### config.mk
export PLATFORM = sky130hd
export DESIGN_NAME = pomodoro_countdown_timer
export DESIGN_NICKNAME = d
export VERILOG_FILES = /design/src/sv/pomo_pkg.sv /design/src/sv/pomo_ctrl.sv /design/src/sv/pomo_split.sv /design/src/sv/pomodoro_countdown_timer.sv
export SDC_FILE = /design/constraint.sdc
export NUM_CORES = 1
export LEC_CHECK = 0
export BUFFER_PORTS_ARGS = -buffer_cell sky130_fd_sc_hd__buf_2
export CORE_UTILIZATION = 56
export DETAILED_ROUTE_END_ITERATION = 10
export GPL_ROUTABILITY_DRIVEN = 1
export PLACE_DENSITY = 0.78
export SYNTH_ARGS = -nofsm -noshare
export SYNTH_HDL_FRONTEND = slang
export SYNTH_SLANG_ARGS = --single-unit
### constraint.sdc
create_clock -name clk -period 7.4 [get_ports clk]
set_input_delay 0.37 -clock clk [delete_from_list [all_inputs] [get_ports clk]]
set_output_delay 0.37 -clock clk [all_outputs]
set_load 0.005 [all_outputs]
### src/sv/pomo_pkg.sv
// ----------------------------------------------------------------------------
// pomo_pkg
// Shared widths, constants, codes and item types of the countdown timer.
// ----------------------------------------------------------------------------
package pomo_pkg;

  // Field widths.
  localparam int unsigned SEC_W      = 17;
  localparam int unsigned CHUNK_W    = 17;
  localparam int unsigned BREAK_W    = 16;
  localparam int unsigned HOURS_W    = 5;
  localparam int unsigned MIN_W      = 6;
  localparam int unsigned CFG_DATA_W = 17;
  localparam int unsigned CFG_IDX_W  = 1;

  // Time constants.
  localparam int unsigned SEC_PER_HOUR = 3600;
  localparam int unsigned SEC_PER_MIN  = 60;

  // Register reset values: a 25 minute work chunk and a 5 minute break.
  localparam logic [CHUNK_W-1:0] WORK_CHUNK_RST = CHUNK_W'(25 * 60);
  localparam logic [BREAK_W-1:0] BREAK_RST      = BREAK_W'(5 * 60);

  // Reciprocals for the constant divisions of a 17-bit second count.
  // floor(x * RECIP / 2^SHIFT) equals floor(x / divisor) for every 17-bit x.
  localparam int unsigned RECIP_W     = 18;
  localparam int unsigned PROD_W      = SEC_W + RECIP_W;
  localparam logic [RECIP_W-1:0] HOUR_RECIP = RECIP_W'(149131);
  localparam int unsigned HOUR_SHIFT  = 29;
  localparam logic [RECIP_W-1:0] MIN_RECIP  = RECIP_W'(139811);
  localparam int unsigned MIN_SHIFT   = 23;
  // Quotient widths: up to 36 whole hours and 2184 whole minutes.
  localparam int unsigned HQ_W        = PROD_W - HOUR_SHIFT;
  localparam int unsigned TM_W        = PROD_W - MIN_SHIFT;

  // Register indexes of the configuration port.
  typedef enum logic [CFG_IDX_W-1:0] {
    CFG_WORK_CHUNK = 1'b0,
    CFG_BREAK      = 1'b1
  } cfg_idx_t;

  // Kind of an input item.
  typedef enum logic {
    OP_TICK  = 1'b0,
    OP_START = 1'b1
  } op_t;

  // Timer status after one item, passed from the control stage on.
  typedef struct packed {
    logic [SEC_W-1:0] interval;
    logic             on_break;
    logic             active;
    logic             alarm;
    logic             done;
  } timer_stat_t;

  // One result item.
  typedef struct packed {
    logic               done_res;
    logic               alarm;
    logic               active;
    logic               on_break;
    logic [MIN_W-1:0]   show_seconds;
    logic [MIN_W-1:0]   show_minutes;
    logic [HOURS_W-1:0] show_hours;
    logic [SEC_W-1:0]   interval_left;
  } timer_res_t;

endpackage

### src/sv/pomo_ctrl.sv
// ----------------------------------------------------------------------------
// pomo_ctrl
// Timer state, configuration registers and the per-item state update.
// ----------------------------------------------------------------------------
module pomo_ctrl import pomo_pkg::*; (
  input  logic                  clk,
  input  logic                  rst,
  input  logic                  cfg_we,
  input  logic [CFG_IDX_W-1:0]  cfg_index,
  input  logic [CFG_DATA_W-1:0] cfg_data,
  input  logic                  in_valid,
  output logic                  in_ready,
  input  op_t                   op,
  input  logic [HOURS_W-1:0]    start_hours,
  input  logic [MIN_W-1:0]      start_minutes,
  input  logic                  use_breaks,
  output logic                  stat_valid,
  output timer_stat_t           stat,
  input  logic                  stat_ready
);

  logic [CHUNK_W-1:0] work_chunk;
  logic [BREAK_W-1:0] break_len;

  logic               running;
  logic               break_mode;
  logic               in_break;
  logic [SEC_W-1:0]   interval_count;
  logic [SEC_W-1:0]   work_budget;

  logic               running_next;
  logic               break_mode_next;
  logic               in_break_next;
  logic [SEC_W-1:0]   interval_count_next;
  logic [SEC_W-1:0]   work_budget_next;
  logic               alarm_next;
  logic               done_next;

  logic               take;
  logic [SEC_W-1:0]   start_budget;
  logic [SEC_W-1:0]   start_interval;
  logic [SEC_W-1:0]   resume_interval;

  assign take     = in_valid && in_ready;
  assign in_ready = !stat_valid || stat_ready;

  // Budget of a start item; at most 115380 seconds, so it fits exactly.
  assign start_budget = SEC_W'(start_hours) * SEC_W'(SEC_PER_HOUR)
                      + SEC_W'(start_minutes) * SEC_W'(SEC_PER_MIN);

  // First work interval of a start and the next work chunk after a break.
  assign start_interval  = (use_breaks && (start_budget > work_chunk)) ?
                           work_chunk : start_budget;
  assign resume_interval = (work_budget > work_chunk) ? work_chunk : work_budget;

  // Next state for the item being taken.
  always_comb begin
    running_next        = running;
    break_mode_next     = break_mode;
    in_break_next       = in_break;
    interval_count_next = interval_count;
    work_budget_next    = work_budget;
    alarm_next          = 1'b0;
    done_next           = 1'b0;
    if (take) begin
      if (op == OP_START) begin
        work_budget_next = start_budget;
        in_break_next    = 1'b0;
        if (start_budget != '0) begin
          break_mode_next     = use_breaks;
          interval_count_next = start_interval;
          running_next        = 1'b1;
        end
      end else if (running) begin
        if (interval_count != '0) begin
          interval_count_next = interval_count - SEC_W'(1);
          if (!in_break && (work_budget != '0)) begin
            work_budget_next = work_budget - SEC_W'(1);
          end
        end else begin
          // Interval expired: go to a break, back to work, or finish.
          alarm_next = 1'b1;
          if (!break_mode) begin
            done_next = 1'b1;
          end else if (!in_break) begin
            if (work_budget != '0) begin
              in_break_next       = 1'b1;
              interval_count_next = SEC_W'(break_len);
            end else begin
              done_next = 1'b1;
            end
          end else begin
            in_break_next = 1'b0;
            if (resume_interval != '0) begin
              interval_count_next = resume_interval;
            end else begin
              done_next = 1'b1;
            end
          end
          if (done_next) begin
            running_next = 1'b0;
          end
        end
      end
    end
  end

  // Configuration registers.
  always_ff @(posedge clk) begin
    if (rst) begin
      work_chunk <= WORK_CHUNK_RST;
      break_len  <= BREAK_RST;
    end else if (cfg_we) begin
      case (cfg_idx_t'(cfg_index))
        CFG_WORK_CHUNK: work_chunk <= cfg_data;
        CFG_BREAK:      break_len  <= cfg_data[BREAK_W-1:0];
        default:        ;
      endcase
    end
  end

  // Timer state.
  always_ff @(posedge clk) begin
    if (rst) begin
      running        <= 1'b0;
      break_mode     <= 1'b0;
      in_break       <= 1'b0;
      interval_count <= '0;
      work_budget    <= '0;
    end else begin
      running        <= running_next;
      break_mode     <= break_mode_next;
      in_break       <= in_break_next;
      interval_count <= interval_count_next;
      work_budget    <= work_budget_next;
    end
  end

  // Status register toward the display split.
  always_ff @(posedge clk) begin
    if (rst) begin
      stat_valid <= 1'b0;
    end else if (in_ready) begin
      stat_valid <= take;
    end
  end

  always_ff @(posedge clk) begin
    if (take) begin
      stat.interval <= interval_count_next;
      stat.on_break <= in_break_next;
      stat.active   <= running_next;
      stat.alarm    <= alarm_next;
      stat.done     <= done_next;
    end
  end

endmodule

### src/sv/pomo_split.sv
// ----------------------------------------------------------------------------
// pomo_split
// Splits the interval into hours, minutes and seconds over two stages.
// ----------------------------------------------------------------------------
module pomo_split import pomo_pkg::*; (
  input  logic        clk,
  input  logic        rst,
  input  logic        stat_valid,
  input  timer_stat_t stat,
  output logic        stat_ready,
  output logic        res_valid,
  output timer_res_t  res,
  input  logic        res_ready
);

  logic               mid_valid;
  timer_stat_t        mid_stat;
  logic [HQ_W-1:0]    mid_hq;
  logic [TM_W-1:0]    mid_tm;

  logic               mid_ready;
  logic               out_ready;
  logic [PROD_W-1:0]  hour_prod;
  logic [PROD_W-1:0]  min_prod;
  logic [TM_W-1:0]    min_part;
  logic [SEC_W-1:0]   sec_part;

  assign out_ready  = !res_valid || res_ready;
  assign mid_ready  = !mid_valid || out_ready;
  assign stat_ready = mid_ready;

  // Whole hours and whole minutes by reciprocal multiplication.
  assign hour_prod = PROD_W'(stat.interval) * PROD_W'(HOUR_RECIP);
  assign min_prod  = PROD_W'(stat.interval) * PROD_W'(MIN_RECIP);

  always_ff @(posedge clk) begin
    if (rst) begin
      mid_valid <= 1'b0;
    end else if (mid_ready) begin
      mid_valid <= stat_valid;
    end
  end

  always_ff @(posedge clk) begin
    if (mid_ready && stat_valid) begin
      mid_stat <= stat;
      mid_hq   <= hour_prod[PROD_W-1:HOUR_SHIFT];
      mid_tm   <= min_prod[PROD_W-1:MIN_SHIFT];
    end
  end

  // Minutes within the hour and seconds within the minute.
  assign min_part = mid_tm - TM_W'(mid_hq) * TM_W'(SEC_PER_MIN);
  assign sec_part = mid_stat.interval - SEC_W'(mid_tm) * SEC_W'(SEC_PER_MIN);

  always_ff @(posedge clk) begin
    if (rst) begin
      res_valid <= 1'b0;
    end else if (out_ready) begin
      res_valid <= mid_valid;
    end
  end

  always_ff @(posedge clk) begin
    if (out_ready && mid_valid) begin
      res.interval_left <= mid_stat.interval;
      res.show_hours    <= mid_hq[HOURS_W-1:0];
      res.show_minutes  <= min_part[MIN_W-1:0];
      res.show_seconds  <= sec_part[MIN_W-1:0];
      res.on_break      <= mid_stat.on_break;
      res.active        <= mid_stat.active;
      res.alarm         <= mid_stat.alarm;
      res.done_res      <= mid_stat.done;
    end
  end

endmodule

### src/sv/pomodoro_countdown_timer.sv
// ----------------------------------------------------------------------------
// pomodoro_countdown_timer
// Countdown timer with optional work/break alternation and h:m:s display.
// ----------------------------------------------------------------------------
// Input stream: s_tuser selects the item kind (0 = one-second tick,
// 1 = start). A start carries hours, minutes and the work/break mode in
// s_tdata. Every input item yields exactly one result item on the output
// stream with the interval left, its hours/minutes/seconds split, the break
// and running flags, and the alarm and done flags of that item.
// The configuration port writes the work chunk length (index 0) and the
// break length (index 1); write it only while no item is in flight.
// From input accept to result valid an item passes through the state
// update stage, the reciprocal-multiply stage and the result register.
// One item per cycle when not stalled; the state update is a combinational
// compare, decrement and select, so consecutive ticks run back to back.
// When the receiver stalls, the result register holds and the two stages
// behind it keep filling; s_tready falls only once all three are full.
// Synchronous reset stops the timer, clears the interval and budget, sets
// the registers to 1500 s and 300 s, and empties the pipeline.
// ----------------------------------------------------------------------------
module pomodoro_countdown_timer import pomo_pkg::*; (
  input  logic                  clk,
  input  logic                  rst,
  // Configuration write port.
  input  logic                  cfg_we,
  input  logic [CFG_IDX_W-1:0]  cfg_index,
  input  logic [CFG_DATA_W-1:0] cfg_data,
  // Input items.
  input  logic                  s_tvalid,
  output logic                  s_tready,
  // start_hours[4:0], start_minutes[10:5], use_breaks[11], zero[15:12]
  input  logic [15:0]           s_tdata,
  // op[0]
  input  logic [0:0]            s_tuser,
  // Result items.
  output logic                  m_tvalid,
  input  logic                  m_tready,
  // interval_left[16:0], show_hours[21:17], show_minutes[27:22],
  // show_seconds[33:28], on_break[34], active[35], alarm[36],
  // done_res[37], zero[39:38]
  output logic [39:0]           m_tdata
);

  logic        stat_valid;
  logic        stat_ready;
  timer_stat_t stat;
  timer_res_t  res;

  pomo_ctrl u_ctrl (
    .clk           (clk),
    .rst           (rst),
    .cfg_we        (cfg_we),
    .cfg_index     (cfg_index),
    .cfg_data      (cfg_data),
    .in_valid      (s_tvalid),
    .in_ready      (s_tready),
    .op            (op_t'(s_tuser[0])),
    .start_hours   (s_tdata[4:0]),
    .start_minutes (s_tdata[10:5]),
    .use_breaks    (s_tdata[11]),
    .stat_valid    (stat_valid),
    .stat          (stat),
    .stat_ready    (stat_ready)
  );

  pomo_split u_split (
    .clk        (clk),
    .rst        (rst),
    .stat_valid (stat_valid),
    .stat       (stat),
    .stat_ready (stat_ready),
    .res_valid  (m_tvalid),
    .res        (res),
    .res_ready  (m_tready)
  );

  // Pack the result item, last field (interval_left) in the lowest bits.
  assign m_tdata = {2'b00, res};

  // A finished task is an expired interval and leaves the timer stopped.
  a_done_stops: assert property (@(posedge clk) disable iff (rst)
    (m_tvalid && res.done_res) |-> (res.alarm && !res.active))
    else $error("done result without alarm or with timer still active");

  // A break only exists while the timer runs.
  a_break_active: assert property (@(posedge clk) disable iff (rst)
    (m_tvalid && res.on_break) |-> res.active)
    else $error("break flag set on a stopped timer");

  // The display split stays within a minute and an hour.
  a_split_range: assert property (@(posedge clk) disable iff (rst)
    m_tvalid |-> ((res.show_minutes < MIN_W'(SEC_PER_MIN)) &&
                  (res.show_seconds < MIN_W'(SEC_PER_MIN))))
    else $error("minutes or seconds out of range");

  // A status item taken from the control stage always reaches the middle stage.
  a_stage_flow: assert property (@(posedge clk) disable iff (rst)
    (stat_valid && stat_ready) |=> u_split.mid_valid)
    else $error("status item lost between stages");

endmodule

==> results.txt, run 1 <==
Routed WL per cell = 20.1 um
Pins Over Slew Limit = 0
# Max-Cap Violations = 0
antenna-violating nets left = 0
Post-Synth XOR/XNOR Area = 2.45%
HPWL Detailed = 35.4 mm
simple-gate area share of the yosys netlist = 12.3%
Slew @ Worst Pin = 1.13 ns
CTS Sinks = 162
deepest clock path buffer count = 2
Hold Path Class = in2reg
post-synthesis average cell area = 9.54 um2
GRT overflow = 0
Synth top area share = 23.6%
post-detailed-routing wire length = 44.5 mm
vias in the first global route = 13.7k
die area = 30,600 um2
antenna violations before repair = 0
reg2reg setup slack = 0.76 ns
Worst Setup Start Kind = primary input
Compound-Gate Fraction of Synth Area = 14.8%
Top FF cell, synth = edfxtp_1
clk slew on worst S/H paths = 0.07 ns
Worst Reg-to-Reg Cells = 20
Final WS setup = 0.458 ns
fillcell total = 2,402
Post-Synth Adder-Cell Area = 37.6%
Slew HR = 24.3%
crit-path max FO = 16
Tmin final = 6.94 ns
Placer Congestion = 0.951
final net count = 2,290
largest area contributor in the netlist = ha_1
reg2reg end = u_split.mid_hq[3]
drt first pass iters = 6
Required @ worst endpoint = 7.58 ns
Synth cell types = 86
largest family of logic cells by synthesized area = adder cells
Post CTS Setup Buffer Count = 0
RSZ-0062 raised after global routing = false
top cells by area in the synthesized netlist = ha_1, edfxtp_1, fa_1
asr flop ratio synth = 0%
Worst EP arrival = 7.13 ns
CTS tree = built
antenna cells = 0
I/O pins = 82
final-report hold violation count = 0
Post-Place Worst Slack = 0.105 ns
Post-Place Cells = 2,181
mux cell area share after synthesis = 1.07%
Initial DRC Count = 1,148
# setup viols final = 0
input/output buffers = 75
DR vias = 13.4k
Chip Width = 175 um
Core Area = 29,100 um2
CP Launch Point = s_tdata[5]
worst setup path endpoint = u_ctrl.stat[7]
initial core utilization = 57.7%
CP Capture Type = flip-flop
area grow syn2layout = 8.26%
global-route wire length before repair = 71.7 mm
status = complete, no violations
Skew-Pair Late Insertion Delay = 0.44 ns
setup TNS = 0 ns
fin cells = 2,213
final setup skew = 0.0137 ns
Via density = 6.07
H-tree depth = 4
Total Routing Usage GR = 30.1%
chip height = 175 um
Reg-to-Reg Start = u_ctrl.stat[13]
CTS Root Cell = clkbuf_16
post-cts resize count = 0
Residual DRC = 0
Yosys warning total = 0
largest net degree at the start of global routing = 75
share of layout cells above drive strength 1 = 9.29%
max frequency = 144 MHz
Post-synth EDFFs = 89
cts hold-fix bufs = 0
Seq/Total Area, Yosys = 24.6%
CTS Buf Count = 17
Post-Synthesis Cells = 1,758
row cnt = 62
WS Path Type = in2reg
area of the mapped netlist = 16,800 um2
register bit total from synthesis = 162
final period utilization = 93.8%
[registers in the layout, indices dropped and copies added, names as in the netlist]
signal	cells
u_split.res_valid	1
u_split.mid_tm	6
u_split.mid_hq	5
u_split.res	36
u_ctrl.break_len	16
u_ctrl.work_chunk	17
u_split.mid_valid	1
u_ctrl.work_budget	17
u_ctrl.break_mode	1
u_ctrl.stat	21
u_ctrl.in_break	1
u_ctrl.running	1
u_ctrl.interval_count	17
u_ctrl.stat_valid	1
u_split.mid_stat	21
[worst max-delay path, stage by stage]
cell and delay [ns]:
buf_2 0.16, fa_1 0.59, fa_1 0.46, ha_1 0.30, a21o_1 0.16, a21oi_1 0.22, o21bai_1 0.10, a21oi_1 0.25
o21bai_1 0.10, a21oi_1 0.18, xnor2_1 0.11, ha_1 0.37, a21oi_1 0.14, a211oi_4 0.33, o2111a_2 0.29, xor2_1 0.30
ha_1 0.33, a21oi_1 0.14, nand2_1 0.07, a221o_1 0.39, or3_1 0.44, nand2_1 0.44, o21ai_0 0.19, mux2_2 0.30
a211oi_1 0.33, nor3_1 0.08
[cells by family after synthesis]
group                      Yosys count
xor gates and xnor gates            47
DFF                                162
buffers and inverters              305
and+or+nand+nor                    417
AOI/OAI and AO/OA                  375
muxes                               17
other                                1
adders and majority gates          434
[cell usage after synthesis (8+ instances only)]
master / count
a211o_1: 8
a211oi_1: 15
a21o_1: 25
a21oi_1: 120
a221oi_1: 8
a22oi_1: 12
a31oi_1: 12
and2_1: 9
and3_1: 8
clkbuf_1: 39
dfxtp_1: 73
edfxtp_1: 89
fa_1: 117
ha_1: 317
inv_1: 247
mux2i_1: 10
nand2_1: 117
nand2b_1: 14
nand3_1: 31
nand4_1: 10
nor2_1: 96
nor2b_1: 12
nor3_1: 48
nor4_1: 17
o211ai_1: 8
o21a_1: 12
o21ai_0: 73
o21bai_1: 8
o31ai_1: 11
or2_2: 8
or3_1: 14
or4_1: 10
xnor2_1: 34
xor2_1: 13
[area by class of cell]
type,count,area [um2],share of cell area (%)
well taps,384,480,2.65
repair buffers,95,526,2.89
inverters,248,931,5.13
clock inverters,15,184,1.01
multi-input cells,1292,11500,63.2
clock buffers,17,425,2.34
flip-flops and latches,162,4130,22.8
[through the flow]
stage	hold slack [ns]	area [um2]	util, %
after global routing	0.148	18200	62.4
after global placement	0.401	17500	60.3
after detailed placement	0.407	17500	60.3
after floorplan	0.400	16800	-
final	0.151	18200	62.4
after CTS	0.151	18200	62.4
[metal layers]
metal | vias up | GRT usage [%] | part of all wire, %
li1 | 6290 | - | -
met1 | 6388 | 38.5 | 41
met2 | 614 | 50.8 | 47
met4 | 0 | 13.3 | 4.3
met3 | 136 | 4.11 | 7.4
met5 | - | 0 | 0
[placed cells by master (no fill, tap or decap), drive strengths merged, types with 13 or more instances in the layout]
cell type / n
nor2: 99
buf: 95
xnor2: 34
ha: 317
a21o: 25
or3: 16
edfxtp: 89
nand2: 117
fa: 117
a211oi: 17
nand3: 31
o21ai: 75
nand2b: 14
inv: 254
clkbuf: 17
nor3: 48
dfxtp: 73
xor2: 13
a21oi: 122
nor4: 18
[how the worst min path moves through the flow]
stage,start,end,cells after the start
final,cfg_data[10],u_ctrl.work_chunk[10],2
after global routing,cfg_data[10],u_ctrl.work_chunk[10],2
after CTS,cfg_data[10],u_ctrl.work_chunk[10],2
after detailed placement,u_split.mid_stat[18],u_split.res[14],0
after global placement,u_split.mid_stat[13],u_split.res[9],0
after floorplan,u_ctrl.stat[0],u_split.mid_stat[0],0
Power of run 1 is left out: the tool's default activity adds up to more than one toggle a clock period on the data nets, which glitch-free logic cannot reach.
==> run 2: changes to the inputs <==
--- a/config.mk
+++ b/config.mk
@@ -12,4 +12,5 @@
 export PLACE_DENSITY = 0.78
 export SYNTH_ARGS = -nofsm -noshare
 export SYNTH_HDL_FRONTEND = slang
+export SYNTH_HIERARCHICAL = 1
 export SYNTH_SLANG_ARGS = --single-unit
==> run 2 against run 1 <==
Die area increased by 0.99%. Flip-flop and latch count unchanged. Worst setup slack improved by 0.63 ns. Critical path depth increased by 1. Synthesized cell count increased by 2.6%. Sequential share of layout area decreased by 0.16 points.
==> results.txt, run 2 <==
status = complete, no violations
post-cts resize count = 0 (unchanged)
CTS Sinks = 162 (unchanged)
CP delay by family, top = adder cells
Core Area = 29,700 um2 (+2.2%)
Post-synth EDFFs = 89 (unchanged)
Required @ worst endpoint = 7.57 ns (about the same)
Largest Register = u_split/res
Synth top cells by count = ha_1, inv_1, nand2_1, a21oi_1, fa_1
Slew @ Worst Pin = 1.36 ns (+0.225 ns)
largest net degree at the start of global routing = 51 (-32%)
register bit total from synthesis = 162 (unchanged)
final setup skew = 0.0142 ns (+0.000419 ns)
share of layout cells above drive strength 1 = 8.36% (-0.94 points)
Seq/Total Area, Yosys = 24.4% (-0.24 points)
HPWL Detailed = 35.2 mm (-0.60%)
Chip Width = 176 um (+0.49%)
Synth top area share = 23.4% (-0.23 points)
post-detailed-routing wire length = 44.7 mm (+0.34%)
max reg flops = 36 (unchanged)
top-count cell post-synth = ha_1
commonest non-fill, non-tap cell in the layout = ha_1
Via density = 6.00 (-1.2%)
crit-path max FO = 20 (+4)
CP max stage delay = 0.59 ns (about the same)
Yosys warning total = 6 (+6)
Initial DRC Count = 1,321 (+15%)
Post CTS Setup Buffer Count = 0 (unchanged)
area of the mapped netlist = 16,900 um2 (+1.0%)
WS Path Type = in2reg
antenna violations before repair = 0 (unchanged)
chip height = 176 um (+0.49%)
asr flop ratio synth = 0% (unchanged)
die area = 30,900 um2 (+0.99%)
antenna-violating nets left = 0 (unchanged)
row cnt = 63 (+1.6%)
Slew HR = 8.98% (-15 points)
input/output buffers = 75 (unchanged)
H-tree depth = 4 (unchanged)
top flop regs = u_split/res x36, u_ctrl/stat x21, u_split/mid_stat x21
CP Capture Type = flip-flop
# Max-Cap Violations = 0 (unchanged)
CTS Buf Count = 17 (unchanged)
final net count = 2,340 (+2.2%)
Pins Over Slew Limit = 0 (unchanged)
Skew-Pair Late Insertion Delay = 0.43 ns (about the same)
final period utilization = 85.3% (-8.5 points)
Worst Setup Start Kind = primary input
antenna cells = 0 (unchanged)
area grow syn2layout = 7.96%
deepest clock path buffer count = 2 (unchanged)
Worst EP arrival = 6.48 ns (-0.65 ns)
Placer Congestion = 0.979 (+2.9%)
Residual DRC = 0 (unchanged)
Total Routing Usage GR = 30.0% (-0.19 points)
most frequent cells in the layout = ha_1, inv_1, nand2_1, a21oi_1, fa_1
drt first pass iters = 6 (unchanged)
max frequency = 158 MHz (+10%)
largest area contributor in the netlist = ha_1
post-synthesis average cell area = 9.40 um2 (-1.5%)
RSZ-0062 raised after global routing = false
global-route wire length before repair = 71.5 mm (-0.23%)
worst path buffer plus inverter count = 2 (+1)
Routed WL per cell = 19.7 um (-2.1%)
CP max-delay cell = fa_1
Post-Synthesis Cells = 1,803 (+2.6%)
# setup viols final = 0 (unchanged)
I/O pins = 82 (unchanged)
Hold Path Class = in2reg
final-report hold violation count = 0 (unchanged)
Tmin final = 6.31 ns (-0.631 ns)
CTS Root Cell = clkbuf_16
setup TNS = 0 ns (unchanged)
CTS tree = built
initial core utilization = 57.0% (-0.65 points)
top cells by area in the synthesized netlist = ha_1, edfxtp_1, fa_1
vias in the first global route = 13.6k (-0.25%)
Top FF cell, synth = edfxtp_1
Synth cell types = 82 (-4.7%)
GRT overflow = 0 (unchanged)
DR vias = 13.6k (+1.3%)
clk slew on worst S/H paths = 0.07 ns (about the same)
cts hold-fix bufs = 0 (unchanged)
## run 2: cell types whose count changed after synthesis, sizes merged, moves of 8 or more
cell	change
and2	+10
buf	-9
inv	+57
mux2i	+16
nand2	+19
nand4	+8
nor2	-12
nor3	-20
o211ai	+8
or3	-9
## run 2: metrics by stage
stage                     hold slack [ns]  instances  worst slack, ns  instance area, um2  util, %
after detailed placement            0.405       2237            0.695               17700     59.7
final                               0.172       2269             1.09               18300     61.5
after global placement              0.400       2237            0.797               17700     59.7
after global routing                0.166       2269            0.600               18300     61.5
after CTS                           0.165       2269             1.13               18300     61.5
after floorplan                     0.400       1804             1.18               16900        -
## run 2: worst paths after layout
kind,from,endpoint,slack [ns],depth (start not counted)
setup reg to reg,u_ctrl/stat[13],u_split/mid_hq[3],1.26,19
hold / removal,cfg_data[5],u_ctrl/break_len[5],0.17,3
hold reg to reg,u_split/mid_stat[13],u_split/res[9],0.42,0
setup / recovery,s_tdata[5],u_ctrl/stat[18],1.09,27
## run 2: area by class of cell
type	count	area (um2)
Fill cell	2448	11400
Clock inverter	13	114
Multi-Input combinational cell	1291	11500
Sequential cell	162	4130
Tap cell	390	488
Timing Repair Buffer	90	488
Clock buffer	19	433
Inverter	304	1140
## run 2: kinds of logic (layout without fill, tap and decap cells)
kind of cell / count (synthesis) / in the layout / synth area share [%]
fa+ha+maj: 434 / 434 / 37.2
simple gates: 398 / 398 / 11.4
compound gates: 366 / 366 / 13.9
buf+inv: 351 / 426 / 7.93
flops: 162 / 162 / 24.4
xor+xnor: 53 / 53 / 2.74
mux: 38 / 38 / 2.36
other cells: 1 / 2 / 0.0221
## run 2: worst reg2reg max path, cell delays in order, from the launching register on
cell and delay (ns):
edfxtp_1 0.74, inv_1 0.22, ha_1 0.33, inv_1 0.04, ha_1 0.38, fa_1 0.53
inv_1 0.06, fa_1 0.56, inv_1 0.07, fa_1 0.53, inv_1 0.06, fa_1 0.56
inv_1 0.05, ha_1 0.33, and3_1 0.20, and3_1 0.18, nand3_1 0.11, a211oi_1 0.41
o211ai_1 0.25, a21boi_0 0.23
## run 2: per-layer routing
metal | GRT usage [%] | wire length (um)
met1 | 38.0 | 18100
met2 | 49.8 | 20900
met3 | 5.15 | 3580
met4 | 13.5 | 2110
met5 | 0 | 0
Power of run 2 is left out for the same reason.
==> run 3: changes to the inputs <==
--- a/config.mk
+++ b/config.mk
@@ -5,6 +5,7 @@
 export SDC_FILE = /design/constraint.sdc
 export NUM_CORES = 1
 export LEC_CHECK = 0
+export ABC_AREA = 1
 export BUFFER_PORTS_ARGS = -buffer_cell sky130_fd_sc_hd__buf_2
 export CORE_UTILIZATION = 56
 export DETAILED_ROUTE_END_ITERATION = 10
==> run 3 against run 2 <==
Synthesized cell count grew 28%. Flip-flop and latch count is the same. Critical endpoint unchanged. Register-to-register slack better by 0.47 ns. Utilization about the same.
==> results.txt, run 3 <==
status = complete, no violations
antenna violations before repair = 0 (unchanged)
Seq/Total Area, Yosys = 22.6% (-1.8 points)
area of the mapped netlist = 18,300 um2 (+8.1%)
Post CTS Setup Buffer Count = 0 (unchanged)
post-cts resize count = 0 (unchanged)
CP max-delay cell = fa_1
final-report hold violation count = 0 (unchanged)
Via density = 5.47 (-8.8%)
deepest clock path buffer count = 2 (unchanged)
Worst EP arrival = 6.52 ns (+0.04 ns)
RSZ-0062 raised after global routing = false
row cnt = 65 (+3.2%)
crit-path max FO = 23 (+15%)
final period utilization = 85.4% (+0.17 points)
CP max stage delay = 0.51 ns (-0.08 ns)
most frequent cells in the layout = nand2_1, inv_1, ha_1, nor2_1, a21oi_1
Required @ worst endpoint = 7.59 ns (+0.02 ns)
I/O pins = 82 (unchanged)
fillcell total = 2,812 (+15%)
Top FF cell, synth = edfxtp_1
antenna-violating nets left = 0 (unchanged)
post-synthesis average cell area = 7.95 um2 (-15%)
H-tree depth = 4 (unchanged)
Synth top area share = 21.7% (-1.8 points)
drt first pass iters = 6 (unchanged)
# setup viols final = 0 (unchanged)
max frequency = 158 MHz (-0.20%)
Chip Width = 183 um (+3.9%)
Synth cell types = 55 (-33%)
input/output buffers = 75 (unchanged)
chip height = 183 um (+3.9%)
CTS tree = built
Skew-Pair Late Insertion Delay = 0.44 ns (about the same)
DP Area = 19,000 um2 (+7.3%)
Worst Setup Start Kind = primary input
asr flop ratio synth = 0% (unchanged)
Synth top cells by count = nand2_1, inv_1, ha_1, nor2_1, a21oi_1
DR vias = 15.4k (+13%)
Routed WL per cell = 16.3 um (-17%)
Worst path most repeated cell = nand2_1
Hold EP = u_ctrl/work_chunk[4]
global-route wire length before repair = 74.1 mm (+3.7%)
largest net degree at the start of global routing = 55 (+7.8%)
Post-synth EDFFs = 89 (unchanged)
final setup skew = 0.0110 ns (-0.00310 ns)
Slew HR = 9.78% (+0.80 points)
Reg-to-Reg Start = u_ctrl/stat[10]
utilization after layout = 61.6% (about the same)
CTS Buf Count = 17 (unchanged)
antenna cells = 0 (unchanged)
setup TNS = 0 ns (unchanged)
share of layout cells above drive strength 1 = 7.58% (-0.77 points)
largest area contributor in the netlist = ha_1
clk slew on worst S/H paths = 0.07 ns (about the same)
max reg flops = 36 (unchanged)
commonest non-fill, non-tap cell in the layout = nand2_1
top cells by area in the synthesized netlist = ha_1, edfxtp_1, fa_1
hold path startpoint = cfg_data[4]
Slew @ Worst Pin = 1.35 ns (-0.00792 ns)
WS Path Type = in2reg
Residual DRC = 0 (unchanged)
Tmin final = 6.32 ns (+0.0126 ns)
Initial DRC Count = 1,214 (-8.1%)
die area = 33,400 um2 (+8.0%)
CTS Root Cell = clkbuf_16
top-count cell post-synth = nand2_1
CTS Sinks = 162 (unchanged)
Yosys warning total = 6 (unchanged)
Post-Synthesis Cells = 2,304 (+28%)
area grow syn2layout = 7.19%
register bit total from synthesis = 162 (unchanged)
reg2reg setup slack = 1.73 ns (+0.47 ns)
post-route cell area = 19,600 um2 (+7.3%)
Pins Over Slew Limit = 0 (unchanged)
Core Area = 31,900 um2 (+7.3%)
final net count = 2,835 (+21%)
post-detailed-routing wire length = 45.8 mm (+2.5%)
Total Routing Usage GR = 28.2% (-1.8 points)
Hold Path Class = in2reg
Worst Reg-to-Reg Cells = 19 (unchanged)
CP Capture Type = flip-flop
Largest Register = u_split/res
vias in the first global route = 14.7k (+7.9%)
reg2reg end = u_split/mid_hq[2]
HPWL Detailed = 36.9 mm (+4.7%)
Hold Path Depth = 3 (unchanged)
GRT overflow = 0 (unchanged)
# Max-Cap Violations = 0 (unchanged)
Placer Congestion = 0.933 (-4.7%)
initial core utilization = 57.4% (+0.43 points)
cts hold-fix bufs = 0 (unchanged)
top flop regs = u_split/res x36, u_ctrl/stat x21, u_split/mid_stat x21
## run 3: changes by cell type after synthesis, sizes merged, moves of 13 or more
cell | before | now
o21ai | 75 | 143
nor2 | 87 | 167
inv | 304 | 458
and2 | 19 | 3
a21o | 28 | 9
xnor2 | 37 | 22
nand2 | 136 | 506
xor2 | 16 | 32
mux2i | 26 | 0
nor4 | 17 | 4
nand3 | 35 | 96
## run 3: cells by family (layout without fill, tap and decap cells)
logic type	Yosys count	in the layout	synth area share, %
AO/OA/AOI/OAI	325	325	9.87
XOR/XNOR	54	54	2.58
adder cells (fa/ha/maj)	434	434	34.5
buffers and inverters	507	576	10.9
flip-flops	162	162	22.6
other	1	2	0.0205
AND/OR/NAND/NOR	821	821	19.6
## run 3: per-stage QoR
stage	hold slack [ns]	instances	setup WS, ns
2_1_floorplan	0.400	2305	1.77
3_5_place_dp	0.405	2777	0.695
5_1_grt	0.182	2809	0.467
4_1_cts	0.165	2809	1.16
3_3_place_gp	0.402	2777	0.844
6_report	0.180	2809	1.08
## run 3: how the worst max path moves through the flow
stage / from / endpoint / slack, ns / cells after the start
final: s_tdata[8] / u_ctrl/stat[18] / 1.08 / 34
after global routing: s_tdata[8] / u_ctrl/stat[18] / 0.47 / 35
after CTS: s_tdata[8] / u_ctrl/stat[18] / 1.16 / 34
after detailed placement: s_tdata[8] / u_ctrl/stat[10] / 0.70 / 35
after global placement: s_tdata[8] / u_ctrl/stat[10] / 0.84 / 35
after floorplan: s_tdata[8] / u_ctrl/stat[8] / 1.77 / 34
## run 3: layout make-up
class                           instances  area (um2)  share of cell area [%]
Clock buffer                           17         425                    2.17
Sequential cell                       162        4130                    21.1
Multi-Input combinational cell       1636       12200                    62.1
Tap cell                              435         544                    2.77
Inverter                              462        1730                    8.83
Clock inverter                         15         164                   0.835
Timing Repair Buffer                   82         428                    2.18
## run 3: critical path, delay by kind of cell
kind,cells,cell delay [ns]
buf+inv,4,0.39
xor+xnor,2,0.53
simple gates,12,1.34
compound gates,11,1.92
fa+ha+maj,5,1.97
## run 3: per-layer routing
metal	part of all wire (%)	up-vias	GRT usage (%)	routed length, um
li1	-	7531	-	-
met1	46	7228	39.7	21000
met2	45	529	44.5	20400
met3	6.8	76	4.31	3120
met4	2.7	0	9.13	1230
met5	0	-	0	0
Power of run 3 is left out for the same reason.
